`config.mk`:
```
export PLATFORM = sky130hd
export DESIGN_NAME = stepper_ramp_step_generator
export DESIGN_NICKNAME = d
export VERILOG_FILES = /design/src/rtl/srsg_pkg.sv /design/src/rtl/stepper_ramp_step_generator.sv
export SDC_FILE = /design/constraint.sdc
export NUM_CORES = 2
export LEC_CHECK = 0
export CAP_MARGIN = 20
export CELL_PAD_IN_SITES_DETAIL_PLACEMENT = 2
export CELL_PAD_IN_SITES_GLOBAL_PLACEMENT = 2
export CORE_MARGIN = 5
export CORE_UTILIZATION = 41
export DETAILED_ROUTE_END_ITERATION = 6
export DONT_BUFFER_PORTS = 1
export PLACE_DENSITY_LB_ADDON = 0.15
export SYNTH_ARGS = -nofsm -noshare
export SYNTH_HDL_FRONTEND = slang
export SYNTH_SLANG_ARGS = --single-unit
```
`constraint.sdc`:
```
create_clock -name clk -period 26.8 [get_ports clk]
set_clock_uncertainty 0.15 [all_clocks]
set_input_delay 0 -clock clk [delete_from_list [all_inputs] [get_ports clk]]
set_output_delay 0 -clock clk [all_outputs]
set_load 0.05 [all_outputs]
```
`src/rtl/srsg_pkg.sv`:
```
package srsg_pkg;

    // Command codes carried in the mode field of an input item.
    typedef enum logic [2:0] {
        MODE_TICK       = 3'd0,
        MODE_SET_ACCEL  = 3'd1,
        MODE_SET_MAX    = 3'd2,
        MODE_SET_TARGET = 3'd3,
        MODE_RESET      = 3'd4
    } mode_t;

    // Configuration register indexes.
    typedef enum logic {
        REG_SPEED_RES  = 1'b0,
        REG_INVERT_DIR = 1'b1
    } cfg_reg_t;

    localparam int MODE_W  = 3;
    localparam int DATA_W  = 32;
    localparam int RES_W   = 16;
    localparam int PHASE_W = 34;
    localparam int THR_W   = 2 * RES_W;

    localparam logic [RES_W-1:0] RES_RESET = 16'd20000;
    localparam logic [THR_W-1:0] THR_RESET = 32'd400000000;

endpackage

```
`src/rtl/stepper_ramp_step_generator.sv`:
```
// Stepper step and direction generator: a phase accumulator with an acceleration ramp.
// An accepted item waits in the input register and moves into the result register when that one advances.
// Throughput: one item per cycle while not stalled; each command is evaluated in one pass between the two.
// A result register that is held by out_stall stalls the input only when both stages are full.
// rst_n (asynchronous, active low) clears all motion state and loads the register defaults.
module stepper_ramp_step_generator (
    input  logic                                 clk,
    input  logic                                 rst_n,
    // Configuration write port.
    input  logic                                 cfg_we,
    input  logic                                 cfg_index,
    input  logic [srsg_pkg::RES_W-1:0]           cfg_data,
    // Command channel.
    input  logic                                 in_valid,
    output logic                                 in_stall,
    input  logic [srsg_pkg::MODE_W-1:0]          mode,
    input  logic signed [srsg_pkg::DATA_W-1:0]   value,
    // Result channel.
    output logic                                 out_valid,
    input  logic                                 out_stall,
    output logic                                 step_pulse,
    output logic                                 direction,
    output logic signed [srsg_pkg::DATA_W-1:0]   position,
    output logic signed [srsg_pkg::DATA_W-1:0]   speed
);

    localparam int DW = srsg_pkg::DATA_W;
    localparam int RW = srsg_pkg::RES_W;
    localparam int PW = srsg_pkg::PHASE_W;
    localparam int TW = srsg_pkg::THR_W;

    // Saturate a wide signed value to the 32-bit signed range.
    function automatic logic signed [DW-1:0] sat32(input logic signed [49:0] v);
        logic signed [49:0] hi;
        logic signed [49:0] lo;
        hi = 50'sd2147483647;
        lo = -50'sd2147483648;
        if (v > hi)
            return DW'(hi);
        else if (v < lo)
            return DW'(lo);
        else
            return DW'(v);
    endfunction

    // Configuration registers and the derived step threshold.
    logic [RW-1:0] res_reg;
    logic          invert_reg;
    logic [TW-1:0] thr_reg;
    logic [RW-1:0] res_eff;

    // Input stage.
    logic                          in_full_reg;
    logic [srsg_pkg::MODE_W-1:0]   mode_reg;
    logic signed [DW-1:0]          value_reg;

    // Motion state.
    logic signed [DW-1:0] position_reg, position_next;
    logic signed [PW-1:0] phase_reg, phase_next;
    logic signed [DW-1:0] speed_reg, speed_next;
    logic signed [DW-1:0] accel_reg, accel_next;
    logic signed [DW-1:0] target_reg, target_next;
    logic signed [DW-1:0] max_reg, max_next;
    logic                 speed_mode_reg, speed_mode_next;
    logic                 dir_reg, dir_next;
    logic                 step_next;

    // Result stage.
    logic                 out_full_reg;
    logic                 out_step_reg;
    logic                 out_dir_reg;
    logic signed [DW-1:0] out_pos_reg;
    logic signed [DW-1:0] out_speed_reg;

    // Handshake control.
    logic advance;
    logic take_in;

    // Tick and command intermediates.
    logic signed [35:0] spd_w;
    logic signed [35:0] acc_w;
    logic signed [35:0] trg_w;
    logic signed [35:0] max_w;
    logic signed [35:0] diff_w;
    logic signed [DW-1:0] acc_sat;
    logic signed [DW-1:0] spd_sat;
    logic signed [36:0] ph_w;
    logic signed [36:0] thr_w;
    logic signed [36:0] ph_hi;
    logic signed [36:0] ph_lo;
    logic signed [32:0] arg_w;
    logic signed [32:0] res_w;
    logic signed [49:0] prod_w;

    assign res_eff = (res_reg == '0) ? RW'(1) : res_reg;

    // The result register moves when it is empty or being taken.
    assign advance  = !out_full_reg || !out_stall;
    assign in_stall = in_full_reg && !advance;
    assign take_in  = in_valid && !in_stall;

    assign out_valid  = out_full_reg;
    assign step_pulse = out_step_reg;
    assign direction  = out_dir_reg;
    assign position   = out_pos_reg;
    assign speed      = out_speed_reg;

    // Configuration writes; the threshold is registered from the resolution and follows it in the following cycle.
    always_ff @(posedge clk or negedge rst_n)
    begin
        if (!rst_n)
        begin
            res_reg    <= srsg_pkg::RES_RESET;
            invert_reg <= 1'b0;
            thr_reg    <= srsg_pkg::THR_RESET;
        end
        else
        begin
            if (cfg_we && cfg_index == srsg_pkg::REG_SPEED_RES)
                res_reg <= cfg_data;
            if (cfg_we && cfg_index == srsg_pkg::REG_INVERT_DIR)
                invert_reg <= cfg_data[0];
            thr_reg <= TW'(res_eff) * TW'(res_eff);
        end
    end

    // Input register control.
    always_ff @(posedge clk or negedge rst_n)
    begin
        if (!rst_n)
            in_full_reg <= 1'b0;
        else if (take_in)
            in_full_reg <= 1'b1;
        else if (advance)
            in_full_reg <= 1'b0;
    end

    // Input register payload.
    always_ff @(posedge clk)
    begin
        if (take_in)
        begin
            mode_reg  <= mode;
            value_reg <= value;
        end
    end

    // Evaluate the command in the input register against the current state.
    always_comb
    begin
        position_next   = position_reg;
        phase_next      = phase_reg;
        speed_next      = speed_reg;
        accel_next      = accel_reg;
        target_next     = target_reg;
        max_next        = max_reg;
        speed_mode_next = speed_mode_reg;
        dir_next        = dir_reg;
        step_next       = 1'b0;

        spd_w   = 36'(speed_reg);
        acc_w   = 36'(accel_reg);
        trg_w   = 36'(target_reg);
        max_w   = 36'(max_reg);
        diff_w  = '0;
        acc_sat = accel_reg;
        spd_sat = speed_reg;
        ph_w    = '0;
        thr_w   = $signed({5'b0, thr_reg});
        ph_hi   = 37'(35'sh3_FFFF_FFFF >>> 1);
        ph_lo   = -ph_hi - 37'sd1;

        // Argument of the speed commands, capped at the resolution.
        res_w = $signed({17'b0, res_eff});
        arg_w = 33'(value_reg);
        if (arg_w > res_w)
            arg_w = res_w;
        if (mode_reg == srsg_pkg::MODE_SET_TARGET && arg_w < -res_w)
            arg_w = -res_w;
        prod_w = 50'(arg_w) * 50'(res_w);

        case (srsg_pkg::mode_t'(mode_reg))
            srsg_pkg::MODE_TICK:
            begin
                // Speed mode steers the acceleration towards the target.
                if (speed_mode_reg)
                begin
                    if (spd_w >= trg_w)
                    begin
                        if (acc_w > 0)
                            acc_w = -acc_w;
                        diff_w = trg_w - spd_w - acc_w;
                        if (diff_w > 0)
                            spd_w = trg_w - acc_w;
                    end
                    else
                    begin
                        if (acc_w < 0)
                            acc_w = -acc_w;
                        diff_w = trg_w - spd_w - acc_w;
                        if (diff_w < 0)
                            spd_w = trg_w - acc_w;
                    end
                    acc_sat    = sat32(50'(acc_w));
                    accel_next = acc_sat;
                    acc_w      = 36'(acc_sat);
                end

                spd_w = spd_w + acc_w;

                // Acceleration mode clamps to plus or minus the maximum.
                if (!speed_mode_reg)
                begin
                    if (spd_w > max_w)
                        spd_w = max_w;
                    if (spd_w < -max_w)
                        spd_w = -max_w;
                end
                spd_sat    = sat32(50'(spd_w));
                speed_next = spd_sat;

                // Phase accumulation and step detection.
                ph_w = 37'(phase_reg) + 37'(spd_sat);
                if (ph_w >= thr_w)
                begin
                    ph_w          = ph_w - thr_w;
                    position_next = position_reg + DW'(1);
                    dir_next      = !invert_reg;
                    step_next     = 1'b1;
                end
                else if (ph_w <= -thr_w)
                begin
                    ph_w          = ph_w + thr_w;
                    position_next = position_reg - DW'(1);
                    dir_next      = invert_reg;
                    step_next     = 1'b1;
                end
                if (ph_w > ph_hi)
                    ph_w = ph_hi;
                if (ph_w < ph_lo)
                    ph_w = ph_lo;
                phase_next = PW'(ph_w);
            end
            srsg_pkg::MODE_SET_ACCEL:
                accel_next = value_reg;
            srsg_pkg::MODE_SET_MAX:
            begin
                max_next        = sat32(prod_w);
                speed_mode_next = 1'b0;
            end
            srsg_pkg::MODE_SET_TARGET:
            begin
                target_next     = sat32(prod_w);
                speed_mode_next = 1'b1;
            end
            srsg_pkg::MODE_RESET:
            begin
                phase_next    = '0;
                speed_next    = '0;
                position_next = '0;
                if (speed_mode_reg)
                    target_next = '0;
                else
                    accel_next = '0;
            end
            default:
            begin
                step_next = 1'b0;
            end
        endcase
    end

    // State update when the item moves into the result register.
    always_ff @(posedge clk or negedge rst_n)
    begin
        if (!rst_n)
        begin
            position_reg   <= '0;
            phase_reg      <= '0;
            speed_reg      <= '0;
            accel_reg      <= '0;
            target_reg     <= '0;
            max_reg        <= '0;
            speed_mode_reg <= 1'b0;
            dir_reg        <= 1'b0;
        end
        else if (advance && in_full_reg)
        begin
            position_reg   <= position_next;
            phase_reg      <= phase_next;
            speed_reg      <= speed_next;
            accel_reg      <= accel_next;
            target_reg     <= target_next;
            max_reg        <= max_next;
            speed_mode_reg <= speed_mode_next;
            dir_reg        <= dir_next;
        end
    end

    // Result register control.
    always_ff @(posedge clk or negedge rst_n)
    begin
        if (!rst_n)
            out_full_reg <= 1'b0;
        else if (advance)
            out_full_reg <= in_full_reg;
    end

    // Result register payload.
    always_ff @(posedge clk)
    begin
        if (advance && in_full_reg)
        begin
            out_step_reg  <= step_next;
            out_dir_reg   <= dir_next;
            out_pos_reg   <= position_next;
            out_speed_reg <= speed_next;
        end
    end

endmodule
```
==> results.py <==
metrics = {
    "run_status": {
        "status": "finished, final reports clean",
    },
    "routing": {
        "wl_per_cell_um": 30.05,
        "drt_iter0_drc": 4114,
        "ant_nets": 0,
        "drc": 0,
        "vias": 62080,
        "vias_per_cell": 6.138,
        "first_pass_iters": 5,
        "wl_um": 303900,
    },
    "setup_path": {
        "worstSetupEndpointType": "flip-flop",
        "worstPathArrival_ps": 26030,
        "crit_path_end": "position_reg[27]",
        "worst_setup_path_start_kind": "flip-flop",
        "critPathMaxFanout": 40,
        "cp.depth": 91,
        "rr_worst_depth": 91,
        "max_stage_delay_ps": 630,
        "cp_top_family": "simple AND/OR/NAND/NOR gates",
        "crit_required_ps": 27230,
        "cp.buffers_inverters": 5,
        "crit_start": "accel_reg[2]",
        "timing.rr.end": "position_reg[27]",
        "path_common_cell": "or3_1",
        "slowest_stage": "or4_1",
        "reg2reg_from": "accel_reg[2]",
        "setup.worst_path.class": "flip-flop to flip-flop",
        "reg2reg_slack_ps": 1200,
    },
    "clock_network": {
        "cts-htree-levels": 2,
        "insertion_delay_ps": 680,
        "clk_pin_slew_worst_paths_ps": 80,
        "clockRootBuffer": "clkbuf_16",
        "cts_tree": "done",
        "cts_buffers": 46,
        "clk_path_buf_depth": 3,
        "cts_sinks": 347,
    },
    "global_routing": {
        "grt_max_degree": 247,
        "grt_pass1_vias": 69120,
        "grt-busiest-layer": "met2",
        "overflow": 0,
        "grt_pass1_wl_um": 450500,
        "antenna_found_initial": 27,
        "grtUsageMet3_pct": 4.600,
        "grt_use_met2_pct": 60.80,
        "use_met1_pct": 44.15,
        "grtUsageTotal_pct": 35.45,
    },
    "place": {
        "gp_congestion": 0.9364,
        "port_buffers": 0,
        "hpwl_um": 231000,
        "dp_cells": 9892,
    },
    "synthesis": {
        "ys_warn_count": 0,
        "netlist_top_cells_count": "inv_1 (1058), nand2_1 (998), ha_1 (683)",
        "yosysSeqAreaShare_pct": 14.21,
        "synthDistinctLibCells": 109,
        "synth_most_common_cell": "inv_1",
        "synth_area_per_cell_sq_um": 8.025,
        "synthCells": 8079,
        "async_reset_ff_share_pct": 70.89,
        "syn_area_sq_um": 64830,
        "ys.flop_type": "dfrtp_1",
        "synth_edf_count": 101,
        "yosys.area.top_type": "fa_1",
        "ys_top_cells_by_area": "fa_1 (21%), ha_1 (13%), dfrtp_1 (8.8%)",
        "synth_top_area_share_pct": 20.78,
        "synth_seq_cells": 347,
    },
    "layout": {
        "fin_util_pct": 44.38,
        "drive_gt1_share_pct": 4.681,
        "final.fill_count": 17780,
        "seqCellArea_sq_um": 9221,
        "nets": 9407,
        "instances_no_fill": 10110,
        "area_growth_syn_to_layout_pct": 8.050,
        "multi_input_area_sq_um": 50350,
    },
    "die": {
        "die_h_um": 407.7,
        "core-area_sq_um": 157800,
        "start_util_pct": 41.08,
        "ios": 125,
        "fp.dieW_um": 407.7,
        "die_area_sq_um": 166200,
        "row_count": 146,
    },
    "timing": {
        "final.setup.tns_ps": 0,
        "hold_viol": 0,
        "fmaxAchievable_mhz": 39.06,
        "finalCritPeriodShare_pct": 95.53,
        "worstMarginPinSlew_ps": 1027,
        "max_slew_margin_pct": 31.09,
        "whs_ps": 146.7,
        "post-route-min-period_ps": 25600,
        "grt_setup_unrepaired": "false",
        "setup_viol": 0,
        "slew_viol_final": 0,
    },
    "min_path": {
        "min_path_type": "input port to flip-flop",
    },
    "flow_run": {
        "cap_violations": 0,
    },
}
[repair_timing]
action                                  CTS  global route
hold buffers                            117             1
hold endpoints to repair                315           111
buffers inserted                          0             1
resized for setup                         0            19
endpoints found under the setup margin    0           101
[metal layers]
metal / vias up / wire [um] / share of wire (%)
met5: - / 69 / 0.023
met4: 10 / 17720 / 5.8
met3: 779 / 16100 / 5.3
met2: 2100 / 145500 / 48
met1: 32160 / 124600 / 41
li1: 27030 / - / -
[worst register-to-register path: cells and delay by family, from the launching register on]
kind | cells | cell delay (ps)
xor+xnor | 2 | 460
simple gates | 36 | 10500
buf+inv | 5 | 1170
fa+ha+maj | 8 | 2690
compound gates | 40 | 10120
flops | 1 | 450
[placed cells by master (no fill, tap or decap), types with 75 or more instances in the layout]
cell and count:
ha_1 683, xor2_1 123, a21oi_1 548, buf_4 120, inv_1 1057, xnor2_1 272, a21o_1 156, a31oi_1 82
nor3_1 164, nand3_1 122, nand4_1 87, edfxtp_1 101, dfrtp_1 222, o21a_1 84, dlygate4sd3_1 117, nor2b_1 75
nor2_1 610, fa_1 673, o21ai_0 368, and2_1 207, nand2_1 995
[area by class of cell]
cell class              count  share of cell area (%)
diodes                     10                 0.03572
clock buffers              57                   1.775
clock inverters            29                  0.5233
inverters                1067                   5.719
multi-input cells        6286                   71.88
flip-flops and latches    347                   13.16
well taps                2072                   3.701
repair buffers            246                   3.204
[through the flow]
| step | setup WS [ps] | instance area, sq um |
|---|---|---|
| finish | 1197 | 70050 |
| global route | 10.95 | 70030 |
| CTS | 18.89 | 69820 |
| detailed placement | 168.5 | 67020 |
| global placement | 1567 | 66980 |
| floorplan | 5296 | 64860 |
[cells by family (layout without fill, tap and decap cells)]
kind of cell	after synthesis	after routing	share of synthesized area, %
fa+ha+maj	1357	1357	33.98
flops	347	347	14.21
simple gates	2628	2628	18.88
xor+xnor	399	399	5.402
mux	58	58	0.9283
compound gates	1833	1835	18.10
other cells	2	19	0.01158
buf+inv	1455	1399	8.492
[how the worst min path moves through the flow]
stage	depth (start not counted)	endpoint	from	slack (ps)
6_report	2	res_reg[0]	cfg_data[0]	150
5_1_grt	2	res_reg[0]	cfg_data[0]	160
4_1_cts	2	res_reg[0]	cfg_data[0]	20
3_5_place_dp	0	position_reg[16]	rst_n	-430
3_3_place_gp	0	position_reg[23]	rst_n	-430
2_1_floorplan	0	accel_reg[0]	rst_n	-450
Power is not shown: default switching activity piles up to over one toggle a cycle in this logic, so the estimate is an artifact.
